### src/rtl/core/bmh_pkg.sv
// Package for the block median hash: sizes, widths and sequencer states.
`timescale 1ns / 1ps

package bmh_pkg;

    localparam int FRAME_SIDE   = 64;
    localparam int GRID_SIDE    = 8;
    localparam int BAND_COUNT   = 4;

    localparam int BLOCK_SIDE   = FRAME_SIDE / GRID_SIDE;
    localparam int BLOCK_COUNT  = GRID_SIDE * GRID_SIDE;
    localparam int BAND_SIZE    = BLOCK_COUNT / BAND_COUNT;
    localparam int LUMA_BYTES   = FRAME_SIDE * FRAME_SIDE;
    localparam int CHROMA_BYTES = LUMA_BYTES / 4;
    localparam int CHROMA_ROW   = FRAME_SIDE / 4;
    localparam int FRAME_BYTES  = LUMA_BYTES + 2 * CHROMA_BYTES;

    // middle ranks of a sorted band; equal for an odd band size
    localparam int MID_HI = BAND_SIZE / 2;
    localparam int MID_LO = (BAND_SIZE % 2 == 0) ? BAND_SIZE / 2 - 1 : BAND_SIZE / 2;

    localparam int SAMPLE_W = 8;
    localparam int SUM_W    = 16;
    localparam int AMT_W    = SAMPLE_W + 2;
    localparam int HASH_W   = 64;
    localparam int POS_W    = $clog2(FRAME_BYTES);
    localparam int BLK_W    = $clog2(BLOCK_COUNT);
    localparam int BIDX_W   = (BAND_SIZE > 1) ? $clog2(BAND_SIZE) : 1;
    localparam int BAND_W   = (BAND_COUNT > 1) ? $clog2(BAND_COUNT) : 1;
    localparam int CNT_W    = $clog2(BAND_SIZE + 1);

    localparam logic [SUM_W-1:0] SUM_MAX    = '1;
    localparam logic [SUM_W-1:0] THR_RESET  = 16'd245;

    typedef enum logic [3:0] {
        S_IDLE,
        S_ADD,
        S_CAND,
        S_CAND_WAIT,
        S_SCAN,
        S_EVAL,
        S_MED,
        S_THR_START,
        S_THR,
        S_EMIT
    } t_bmh_state;

endpackage

### src/rtl/core/block_median_hash_64.sv
// Block median hash: block sums of a planar 4:1:1 frame, band medians, 64-bit hash.
//
// Input: one frame byte per request on the s_axis channel, tdata = sample,
// tuser = frame_start (clears position and sums before the byte is taken).
// Bytes come 4096 luma, 1024 Cb, 1024 Cr. Output: one 64-bit hash per frame
// on the m_axis channel, bit j for block j in raster order.
// Config: i_cfg_we writes diff_threshold from i_cfg_wdata; write while idle.
//
// Each byte takes two steps: a read of the block sum memory, then a
// saturating add and write back; the next byte is taken only after the
// write back. After the last byte the sequencer ranks each block of a
// band against every block of that band with a less-than and a
// less-or-equal compare, then forms the band median and makes the
// threshold pass; after all four bands the hash loads into the output register.
// Bytes of the next frame are taken while a hash waits on the output; only
// a second finished hash stalls the sequencer until the first is taken.
// Reset clears the position, the valid bits of the sum memory, the pending
// hash and sets the threshold to 245. Valid bits also clear at frame start
// and at frame end, so sums never need a clearing sweep.
`timescale 1ns / 1ps

module block_median_hash_64 (
    input  logic        i_clk,
    input  logic        i_rst_n,
    input  logic        i_s_axis_tvalid,
    output logic        o_s_axis_tready,
    input  logic [7:0]  i_s_axis_tdata,   // [7:0] sample
    input  logic        i_s_axis_tuser,   // [0] frame_start
    output logic        o_m_axis_tvalid,
    input  logic        i_m_axis_tready,
    output logic [63:0] o_m_axis_tdata,   // [63:0] hash
    input  logic        i_cfg_we,
    input  logic [15:0] i_cfg_wdata
);

    localparam int BLK_W  = bmh_pkg::BLK_W;
    localparam int BIDX_W = bmh_pkg::BIDX_W;
    localparam int BAND_W = bmh_pkg::BAND_W;
    localparam int CNT_W  = bmh_pkg::CNT_W;
    localparam int POS_W  = bmh_pkg::POS_W;
    localparam int SUM_W  = bmh_pkg::SUM_W;
    localparam int AMT_W  = bmh_pkg::AMT_W;

    // control state
    bmh_pkg::t_bmh_state r_state, n_state;
    logic [POS_W-1:0]    r_pos, n_pos;
    logic [SUM_W-1:0]    r_thr, n_thr;
    logic [bmh_pkg::BLOCK_COUNT-1:0] r_vld, n_vld;
    logic [BAND_W-1:0]   r_band, n_band;
    logic [BIDX_W-1:0]   r_i, n_i;
    logic [BIDX_W-1:0]   r_j, n_j;
    logic [CNT_W-1:0]    r_lt, n_lt;
    logic [CNT_W-1:0]    r_le, n_le;
    logic                r_last, n_last;
    logic                r_o_valid, n_o_valid;
    logic [bmh_pkg::HASH_W-1:0] r_hash_acc, n_hash_acc;
    logic [SUM_W-1:0]    r_median, n_median;

    // payload
    logic [SUM_W-1:0]    r_mem [bmh_pkg::BLOCK_COUNT];
    logic [SUM_W-1:0]    r_rd_data;
    logic                r_rd_ok;
    logic [BLK_W-1:0]    r_waddr, n_waddr;
    logic [AMT_W-1:0]    r_amount, n_amount;
    logic [SUM_W-1:0]    r_cand, n_cand;
    logic [SUM_W-1:0]    r_lo, n_lo;
    logic [SUM_W-1:0]    r_hi, n_hi;
    logic [bmh_pkg::HASH_W-1:0] r_hash_out, n_hash_out;

    logic                accept;
    logic [POS_W-1:0]    pos_cur;
    logic [POS_W-1:0]    k_off;
    logic [31:0]         blk_wide;
    logic [BLK_W-1:0]    byte_blk;
    logic [BLK_W-1:0]    band_base;
    logic [BLK_W-1:0]    rd_addr;
    logic                rd_ok_n;
    logic [SUM_W-1:0]    rdval;
    logic [SUM_W:0]      add_sum;
    logic [SUM_W-1:0]    wr_data;
    logic                wr_en;
    logic [SUM_W-1:0]    abs_diff;
    logic [SUM_W:0]      mid_sum;

    assign o_s_axis_tready = (r_state == bmh_pkg::S_IDLE);
    assign accept          = i_s_axis_tvalid && o_s_axis_tready;
    assign o_m_axis_tvalid = r_o_valid;
    assign o_m_axis_tdata  = r_hash_out;

    assign rdval     = r_rd_ok ? r_rd_data : '0;
    assign band_base = BLK_W'(32'(r_band) * bmh_pkg::BAND_SIZE);

    // block index of the incoming byte
    always_comb begin
        pos_cur = i_s_axis_tuser ? '0 : r_pos;
        k_off   = pos_cur - POS_W'(bmh_pkg::LUMA_BYTES);
        if (k_off >= POS_W'(bmh_pkg::CHROMA_BYTES)) begin
            k_off = k_off - POS_W'(bmh_pkg::CHROMA_BYTES);
        end
        if (pos_cur < POS_W'(bmh_pkg::LUMA_BYTES)) begin
            blk_wide = 32'((32'(pos_cur) / bmh_pkg::FRAME_SIDE) / bmh_pkg::BLOCK_SIDE
                           * bmh_pkg::GRID_SIDE
                           + (32'(pos_cur) % bmh_pkg::FRAME_SIDE) / bmh_pkg::BLOCK_SIDE);
        end else begin
            // chroma byte spreads over four luma columns
            blk_wide = 32'((32'(k_off) / bmh_pkg::CHROMA_ROW) / bmh_pkg::BLOCK_SIDE
                           * bmh_pkg::GRID_SIDE
                           + (32'(k_off) % bmh_pkg::CHROMA_ROW) * 4 / bmh_pkg::BLOCK_SIDE);
        end
        byte_blk = blk_wide[BLK_W-1:0];
    end

    // shared arithmetic
    assign add_sum  = {1'b0, rdval} + (SUM_W+1)'(r_amount);
    assign wr_data  = add_sum[SUM_W] ? bmh_pkg::SUM_MAX : add_sum[SUM_W-1:0];
    assign abs_diff = (rdval > r_median) ? rdval - r_median : r_median - rdval;
    assign mid_sum  = {1'b0, r_lo} + {1'b0, r_hi};

    always_comb begin
        n_state    = r_state;
        n_pos      = r_pos;
        n_thr      = i_cfg_we ? i_cfg_wdata : r_thr;
        n_vld      = r_vld;
        n_band     = r_band;
        n_i        = r_i;
        n_j        = r_j;
        n_lt       = r_lt;
        n_le       = r_le;
        n_last     = r_last;
        n_o_valid  = r_o_valid && !i_m_axis_tready;
        n_hash_acc = r_hash_acc;
        n_median   = r_median;
        n_waddr    = r_waddr;
        n_amount   = r_amount;
        n_cand     = r_cand;
        n_lo       = r_lo;
        n_hi       = r_hi;
        n_hash_out = r_hash_out;
        rd_addr    = band_base;
        wr_en      = 1'b0;

        unique case (r_state)
            bmh_pkg::S_IDLE: begin
                rd_addr = byte_blk;
                if (accept) begin
                    if (i_s_axis_tuser) begin
                        n_vld = '0;
                    end
                    n_waddr = byte_blk;
                    n_amount = (pos_cur < POS_W'(bmh_pkg::LUMA_BYTES))
                             ? AMT_W'(i_s_axis_tdata)
                             : {i_s_axis_tdata, 2'b00};
                    n_last  = (pos_cur == POS_W'(bmh_pkg::FRAME_BYTES - 1));
                    n_pos   = pos_cur + POS_W'(1);
                    n_state = bmh_pkg::S_ADD;
                end
            end
            bmh_pkg::S_ADD: begin
                wr_en = 1'b1;
                n_vld[r_waddr] = 1'b1;
                if (r_last) begin
                    n_band     = '0;
                    n_i        = '0;
                    n_hash_acc = '0;
                    n_state    = bmh_pkg::S_CAND;
                end else begin
                    n_state = bmh_pkg::S_IDLE;
                end
            end
            bmh_pkg::S_CAND: begin
                rd_addr = band_base + BLK_W'(r_i);
                n_state = bmh_pkg::S_CAND_WAIT;
            end
            bmh_pkg::S_CAND_WAIT: begin
                n_cand  = rdval;
                n_lt    = '0;
                n_le    = '0;
                n_j     = '0;
                rd_addr = band_base;
                n_state = bmh_pkg::S_SCAN;
            end
            bmh_pkg::S_SCAN: begin
                // rank the candidate against block r_j of the band
                rd_addr = band_base + BLK_W'(r_j) + BLK_W'(1);
                if (rdval < r_cand) begin
                    n_lt = r_lt + CNT_W'(1);
                end
                if (rdval <= r_cand) begin
                    n_le = r_le + CNT_W'(1);
                end
                n_j = r_j + BIDX_W'(1);
                if (r_j == BIDX_W'(bmh_pkg::BAND_SIZE - 1)) begin
                    n_state = bmh_pkg::S_EVAL;
                end
            end
            bmh_pkg::S_EVAL: begin
                // candidate occupies sorted places lt .. le-1
                if (r_lt <= CNT_W'(bmh_pkg::MID_LO) && CNT_W'(bmh_pkg::MID_LO) < r_le) begin
                    n_lo = r_cand;
                end
                if (r_lt <= CNT_W'(bmh_pkg::MID_HI) && CNT_W'(bmh_pkg::MID_HI) < r_le) begin
                    n_hi = r_cand;
                end
                n_i = r_i + BIDX_W'(1);
                if (r_i == BIDX_W'(bmh_pkg::BAND_SIZE - 1)) begin
                    n_state = bmh_pkg::S_MED;
                end else begin
                    n_state = bmh_pkg::S_CAND;
                end
            end
            bmh_pkg::S_MED: begin
                n_median = mid_sum[SUM_W:1];
                n_state  = bmh_pkg::S_THR_START;
            end
            bmh_pkg::S_THR_START: begin
                rd_addr = band_base;
                n_j     = '0;
                n_state = bmh_pkg::S_THR;
            end
            bmh_pkg::S_THR: begin
                rd_addr = band_base + BLK_W'(r_j) + BLK_W'(1);
                if (abs_diff > r_thr) begin
                    n_hash_acc[band_base + BLK_W'(r_j)] = 1'b1;
                end
                n_j = r_j + BIDX_W'(1);
                if (r_j == BIDX_W'(bmh_pkg::BAND_SIZE - 1)) begin
                    n_i = '0;
                    if (r_band == BAND_W'(bmh_pkg::BAND_COUNT - 1)) begin
                        n_state = bmh_pkg::S_EMIT;
                    end else begin
                        n_band  = r_band + BAND_W'(1);
                        n_state = bmh_pkg::S_CAND;
                    end
                end
            end
            bmh_pkg::S_EMIT: begin
                if (!r_o_valid || i_m_axis_tready) begin
                    n_o_valid  = 1'b1;
                    n_hash_out = r_hash_acc;
                    n_vld      = '0;
                    n_pos      = '0;
                    n_state    = bmh_pkg::S_IDLE;
                end
            end
            default: begin
                n_state = bmh_pkg::S_IDLE;
            end
        endcase

        rd_ok_n = r_vld[rd_addr] && !(accept && i_s_axis_tuser);
    end

    always_ff @(posedge i_clk) begin
        if (!i_rst_n) begin
            r_state    <= bmh_pkg::S_IDLE;
            r_pos      <= '0;
            r_thr      <= bmh_pkg::THR_RESET;
            r_vld      <= '0;
            r_band     <= '0;
            r_i        <= '0;
            r_j        <= '0;
            r_lt       <= '0;
            r_le       <= '0;
            r_last     <= 1'b0;
            r_o_valid  <= 1'b0;
            r_hash_acc <= '0;
            r_median   <= '0;
        end else begin
            r_state    <= n_state;
            r_pos      <= n_pos;
            r_thr      <= n_thr;
            r_vld      <= n_vld;
            r_band     <= n_band;
            r_i        <= n_i;
            r_j        <= n_j;
            r_lt       <= n_lt;
            r_le       <= n_le;
            r_last     <= n_last;
            r_o_valid  <= n_o_valid;
            r_hash_acc <= n_hash_acc;
            r_median   <= n_median;
        end
    end

    always_ff @(posedge i_clk) begin
        r_waddr    <= n_waddr;
        r_amount   <= n_amount;
        r_cand     <= n_cand;
        r_lo       <= n_lo;
        r_hi       <= n_hi;
        r_hash_out <= n_hash_out;
        r_rd_ok    <= rd_ok_n;
    end

    // block sum memory: one write, one registered read
    always_ff @(posedge i_clk) begin
        if (wr_en) begin
            r_mem[r_waddr] <= wr_data;
        end
        r_rd_data <= r_mem[rd_addr];
    end

endmodule
### config.mk
export PLATFORM = sky130hd
export DESIGN_NAME = block_median_hash_64
export DESIGN_NICKNAME = d
export VERILOG_FILES = /design/src/rtl/core/bmh_pkg.sv /design/src/rtl/core/block_median_hash_64.sv
export SDC_FILE = /design/constraint.sdc
export NUM_CORES = 2
export LEC_CHECK = 0
export BUFFER_PORTS_ARGS = -buffer_cell sky130_fd_sc_hd__buf_2
export CORE_UTILIZATION = 57
export CTS_CLUSTER_SIZE = 10
export DETAILED_ROUTE_END_ITERATION = 7
export GPL_TIMING_DRIVEN = 0
export PLACE_DENSITY = 0.78
export RECOVER_POWER = 50
export SETUP_SLACK_MARGIN = 0.3
export SYNTH_ARGS = -nofsm -noshare
export SYNTH_HDL_FRONTEND = slang
export SYNTH_SLANG_ARGS = --single-unit
### constraint.sdc
create_clock -name i_clk -period 6.8 [get_ports i_clk]
set_input_delay 0.34 -clock i_clk [delete_from_list [all_inputs] [get_ports i_clk]]
set_output_delay 0.34 -clock i_clk [all_outputs]
set_load 0.1 [all_outputs]
# Yosys cells after proc, flatten, opt, wreduce, memory -nomap -nowiden
# Memories as Yosys holds them, arrays and structs flattened. A register that Yosys moved wholly into a read port is not among the register bits.
# Index checks and enable logic that the tools add are counted.
classes:
  n_mux: 49
  addsub: 17
  magnitude_cmp: 15
  mul: 0
  n_reduce_logical: 33
  shift: 0
  eq_ne: 23
  n_div: 0
  bitwise: 2
op_table:
  columns: ["cell", "n"]
  rows:
  - ["two-way mux 64 bit", 5]
  - ["case mux 64 bit (3 select lines)", 1]
  - ["bitwise OR 64 bit", 2]
  - ["case mux 64 bit (2 select lines)", 1]
  - ["two-way mux 16 bit", 3]
  - ["case mux 4 bit (10 select lines)", 1]
  - ["two-way mux 13 bit", 3]
  - ["> comparator 16 bit", 2]
  - ["subtractor 16 bit", 2]
  - ["two-way mux 4 bit", 7]
  - ["case mux 13 bit (2 select lines)", 1]
  - ["< comparator 6 x 7 -> 1 bit, second input constant", 3]
  - ["case mux 5 bit (2 select lines)", 2]
  - ["case mux 6 bit (3 select lines)", 1]
  - ["adder 16 x 10 -> 17 bit", 1]
  - ["adder 16 x 16 -> 17 bit", 1]
  - ["== test 4 x 3 -> 1 bit, second input constant", 4]
  - ["== test 4 bit, second input constant", 4]
  - ["<= comparator 16 bit", 1]
  - ["< comparator 16 bit", 1]
  - ["inequality test 2 bit, second input constant", 8]
  - ["adder 13 x 1 -> 13 bit, second input constant", 1]
  - ["== test 13 bit, second input constant", 1]
  - ["greater-or-equal comparator 13 x 11 -> 1 bit, second input constant", 1]
  - ["40 further kinds", 82]
totals:
  mem_count: 1
  ram_bits: 1024
  latchBits: 0
  input_bits: 30
  elab_cells: 162
  reg_bits: 328
  romBits: 0
  output_inout_bits: 66
mem_list:
  columns: ["memory", "words", "width", "read_ports", "rd_clocked_by_memory_dff", "wr", "line", "rtl"]
  rows:
  - ["r_mem", 64, 16, 1, 1, 1, "block_median_hash_64.sv:60", "logic [SUM_W-1:0] r_mem [bmh_pkg::BLOCK_COUNT];"]

# Longest topological paths before layout
logic_depth:
  word_depth: 10
  depth_mapped: 26
  depth_no_buf: 21

# Worst setup path before layout
# OpenSTA, ideal clock, no wires.
synth_timing:
  path_type: "reg-to-reg"
  start: "register r_rd_ok"
  end: "register r_hash_acc[16] in the netlist's numbering"
  path_stages_with_launch: 25
  arrival_ps: 5530
  setup_slack_ps: 1153
  cell_sequence: "dfxtp_1 -> clkbuf_1 -> clkbuf_1 -> and2_1 -> ha_1 -> clkbuf_1 -> nand4_1 -> or2_2 -> nor4_1 -> nor2_1 -> a21oi_1 -> buf_2 -> buf_2 -> mux2_2 -> ha_1 -> nor2b_1 -> o21a_1 -> o21a_1 -> o21a_1 -> o21a_1 -> o21ai_0 -> o21ai_0 -> a311o_1 -> clkbuf_1 -> a32o_1"
synth_between:
  elab_chain_len: 6
synth_rtl:
  columns: ["element", "line", "rtl"]
  rows:
  - ["start, declared", "block_median_hash_64.sv:62", "logic r_rd_ok;"]
  - ["start signal, assigned", "block_median_hash_64.sv:292", "r_rd_ok <= rd_ok_n;"]
  - ["two-way mux 16 bit *", "block_median_hash_64.sv:90", "assign rdval = r_rd_ok ? r_rd_data : '0;"]
  - ["named net rdval[8]", "block_median_hash_64.sv:78", "logic [SUM_W-1:0] rdval;"]
  - ["subtractor 16 bit or > comparator 16 bit (tied branches)", "block_median_hash_64.sv:116", "assign abs_diff = (rdval > r_median) ? rdval - r_median : r_median - rdval;"]
  - ["two-way mux 16 bit *", "block_median_hash_64.sv:116", null]
  - ["> comparator 16 bit *", "block_median_hash_64.sv:222", "if (abs_diff > r_thr) begin"]
  - ["inequality test 2 bit (no source line) *", null, null]
  - ["AND reduction 3 bit (no source line) *", null, null]
  - ["end signal, assigned", "block_median_hash_64.sv:280", "r_hash_acc <= n_hash_acc;"]
  - ["end, declared", "block_median_hash_64.sv:56", "logic [bmh_pkg::HASH_W-1:0] r_hash_acc, n_hash_acc;"]
# Mark *: on every way through the listed nets, which the timed path passes. The rest lies on a longest branch.
# A chain may end at the register's enable or synchronous reset.

# Worst setup path in the final report
layout_timing:
  start: "register r_rd_ok"
  end: "register r_hash_acc[44] in the netlist's numbering"
# Same word-level chain as after synthesis.

==> metrics.yaml <==
worst_setup_path:
  crit_type: "reg2reg"
  worstReg2RegStart: "r_rd_ok"
  r2r_slack_ps: 390
  worstReg2RegEnd: "r_hash_acc[44]"
  arrival_ps: 7050
  crit_start: "r_rd_ok"
  crit_end: "r_hash_acc[44]"
  cp.depth: 23
  crit_path_max_incr_delay_ps: 460
  r2r_cells: 23
  crit_chain: "clkbuf_4 -> nand2_1 -> clkinvlp_2 -> ha_1 -> clkbuf_2 -> nand4_1 -> or2_2 -> nor4_2 -> nor2_1 -> a21oi_2 -> mux2_2 -> o211ai_1 -> nor4bb_2 -> nor3_2 -> ha_1 -> nand4_1 -> nor3_2 -> a21oi_2 -> o21ai_0 -> nor3_1 -> a311o_2 -> clkbuf_2 -> a32o_1"
  slowest_stage: "a311o_2"
  crit_fanout: 10
  end_kind: "flop"
  cp.required_ps: 7440
  startpoint_type: "flop"
  cpLargestDelayFamily: "simple AND/OR/NAND/NOR gates"
  worst-path-buf-inv: 4
grt:
  overflow: 0
  grt_pass1_wl_um: 247000
  grt_pass1_vias: 39700
  grt_antenna_before_repair: 13
  grt_max_degree: 65
  grtUsageTotal_pct: 33.1
sta:
  fmax_mhz: 156
  tightest_slew_ps: 2100
  rsz0062_at_grt: "no"
  maxSlewHeadroom_pct: -40.3
  fin_skew_ps: 29.1
  drv_slew: 333
  hold_violations: 0
  timing.setup.tns_ps: 0
  finalCritPeriodShare_pct: 94.2
  fin_hold_ws_ps: 65.6
  final-setup-viol-count: 0
  min_period_ps: 6410
  setup_slack_ps: 394
place:
  placed_area_um2: 59700
  place_ws_ps: -720
  gp_congestion: 1.00
  port_buffers: 94
  hpwl_um: 113000
synth:
  synth_cells: 4804
  synth-edff-count: 1152
  synthArstFlopShare_pct: 0
  yosysTopAreaCell: "edfxtp_1"
  synth-seq-cells: 1368
  synth.distinct_cells: 77
  synth_area_um2: 57000
  synth_top_cell_area_share_pct: 60.6
  syn_area_per_cell_um2: 11.9
  ys_seq_area_share_pct: 68.2
  synth_nets: 4929
  ys.flop_type: "edfxtp_1"
  yosysWarnings: 0
  yosys-top-cells-area: "edfxtp_1, nand2_1, dfxtp_1, nand3_1, ha_1"
  yosysMostFrequentCell: "nand2_1"
  yosys-top-cells-count: "nand2_1, edfxtp_1, nand3_1, nor2_1, dfxtp_1"
drt:
  dr.pass1.iters: 7
  vias: 41200
  ant_nets: 0
  drcViolationCount: 0
  wl_per_cell_um: 26.1
  viasPerCell: 6.34
  drtIter0Drc: 6024
  wirelength_um: 170000
cts:
  cts_num_sinks: 1368
  cts_max_level: 4
  clk_latency_ps: 780
  cts-root-buf: "clkbuf_16"
  clk_pin_slew_ps: 50
  cts_tree: "built"
  cts_buffer_depth: 3
  cts_made_buffers: 157
cells_and_area:
  final_nets: 5249
  synthToLayoutAreaGrowth_pct: 12.7
  final_layout_size_suffix_gt1_share_pct: 8.33
  final_core_util_pct: 65.1
  postLayoutCellArea_um2: 64300
flow_run:
  maxCapViolations: 20
floorplan:
  boundaryPins: 96
  die_w_um: 318
  die_h_um: 318
  coreArea_um2: 98700
  die-area_um2: 101000
  rows: 115
  start_util_pct: 57.8
power:
  p_leak_nw: 22.7
  powerDensity_nw_per_um2: 267
  ir_worst_vdd_uv: 261
min_path:
  holdPathStages: 4
  min-delay-path-class: "in2reg"
run_status:
  status: "finished with violations"
  violations: "max-capacitance violations, max-slew violations"
## sequential cells by signal, indices dropped and copies added (netlist names), 5 cells and up
name and flops:
r_rd_data 16, r_vld 64, r_median 16, o_m_axis_tdata 64, r_hi 16, r_thr 16
r_cand 16, r_mem 1024, r_pos 13, r_lt 5, r_le 5, r_hash_acc 64
r_lo 16, r_waddr 6, r_amount 10
## power by group
part	switching, W	total, W	internal (W)
logic	0.000291	0.000375	0.0000839
registers	0.0000130	0.00911	0.00910
clock network	0.00326	0.00767	0.00441
total	0.00356	0.0171	0.0136
## worst min-delay path by stage
| stage | startpoint | slack [ps] | end |
|---|---|---|---|
| detailed placement | r_hash_acc[15] | 420 | o_m_axis_tdata[15] |
| global route | i_s_axis_tvalid | 100 | r_last |
| floorplan | r_hash_acc[11] | 410 | o_m_axis_tdata[11] |
| CTS | i_s_axis_tvalid | 20 | r_last |
| finish | i_s_axis_tvalid | 70 | r_last |
| global placement | r_hash_acc[57] | 420 | o_m_axis_tdata[57] |
## through the flow
step	total power, W	cells
6_report	0.0171	6499
5_1_grt	0.0175	6495
4_1_cts	0.0171	6491
3_5_place_dp	0.00962	6219
3_3_place_gp	0.00962	6185
2_1_floorplan	0.00947	4804
## worst reg2reg max path: stages, from the launching register on
cell and delay (ps):
dfxtp_1 360, clkbuf_4 220, nand2_1 220, clkinvlp_2 410, ha_1 420, clkbuf_2 170
nand4_1 140, or2_2 330, nor4_2 330, nor2_1 90, a21oi_2 280, mux2_2 390
o211ai_1 220, nor4bb_2 350, nor3_2 120, ha_1 310, nand4_1 240, nor3_2 290
a21oi_2 150, o21ai_0 160, nor3_1 90, a311o_2 460, clkbuf_2 240, a32o_1 290
## routing by layer
| layer | wire, um | track usage, % |
|---|---|---|
| met5 | 65 | 0 |
| met2 | 77200 | 52.0 |
| met1 | 61000 | 42.9 |
| met4 | 10500 | 19.3 |
| met3 | 20700 | 6.84 |
## final cells by class
| type | instances | area [um2] |
|---|---|---|
| flip-flops and latches | 1368 | 38900 |
| fillers | 7156 | 34400 |
| multi-input cells | 3053 | 16400 |
| clock buffers | 227 | 4320 |
| well taps | 1287 | 1610 |
| plain buffers | 302 | 1570 |
| repair buffers | 161 | 942 |
| inverters | 81 | 305 |
| clock inverters | 16 | 210 |
| diodes | 4 | 10.0 |
## cell families (layout without fill, tap and decap cells)
kind of cell             after synthesis  after routing  share of synthesized area (%)
AO/OA/AOI/OAI                        690            690                           8.12
XOR/XNOR                              45             45                          0.691
adder cells (fa/ha/maj)               97             97                           2.15
buffers and inverters                383            787                           3.27
flip-flops                          1368           1368                           68.2
multiplexers                          42             42                          0.766
other                                  0              4                              0
AND/OR/NAND/NOR                     2179           2179                           16.8
## cell usage in the layout, fill, tap and decap left out, types with 12 or more instances in the layout
cell           synthesis  layout
a21o_1                33      33
a21oi_1              169     166
a311oi_1             132     132
a31oi_1               74      74
a32o_1                33      33
a32oi_1               12      12
and3_1               153     153
buf_1                 26      22
buf_2                 96     121
buf_4                 14      25
buf_6                 34      34
clkbuf_1             131     282
clkbuf_16              0     162
dfxtp_1              216     216
dlygate4sd3_1          0      29
edfxtp_1            1152    1152
ha_1                  93      93
inv_1                 81      80
mux2_2                13      12
mux2i_1               29      29
nand2_1             1241    1231
nand2b_1              20      18
nand3_1              359     359
nand4_1               27      27
nand4b_1              17      17
nor2_1               233     224
nor2b_1               26      26
nor3_1                20      18
o211ai_1              13      13
o21ai_0              125     125
o22ai_1               35      34
or3_1                 28      28
xnor2_1               24      24
xor2_1                21      21
## what timing repair did
action / 4_1_cts / 5_1_grt
pin swaps: 0 / 2
hold endpoints to repair: 30 / 0
setup buffers: 0 / 3
hold buffers: 29 / 0
setup endpoints to repair: 64 / 64
resized for setup: 12 / 20
No activity file was read; power rests on OpenSTA's default activity.
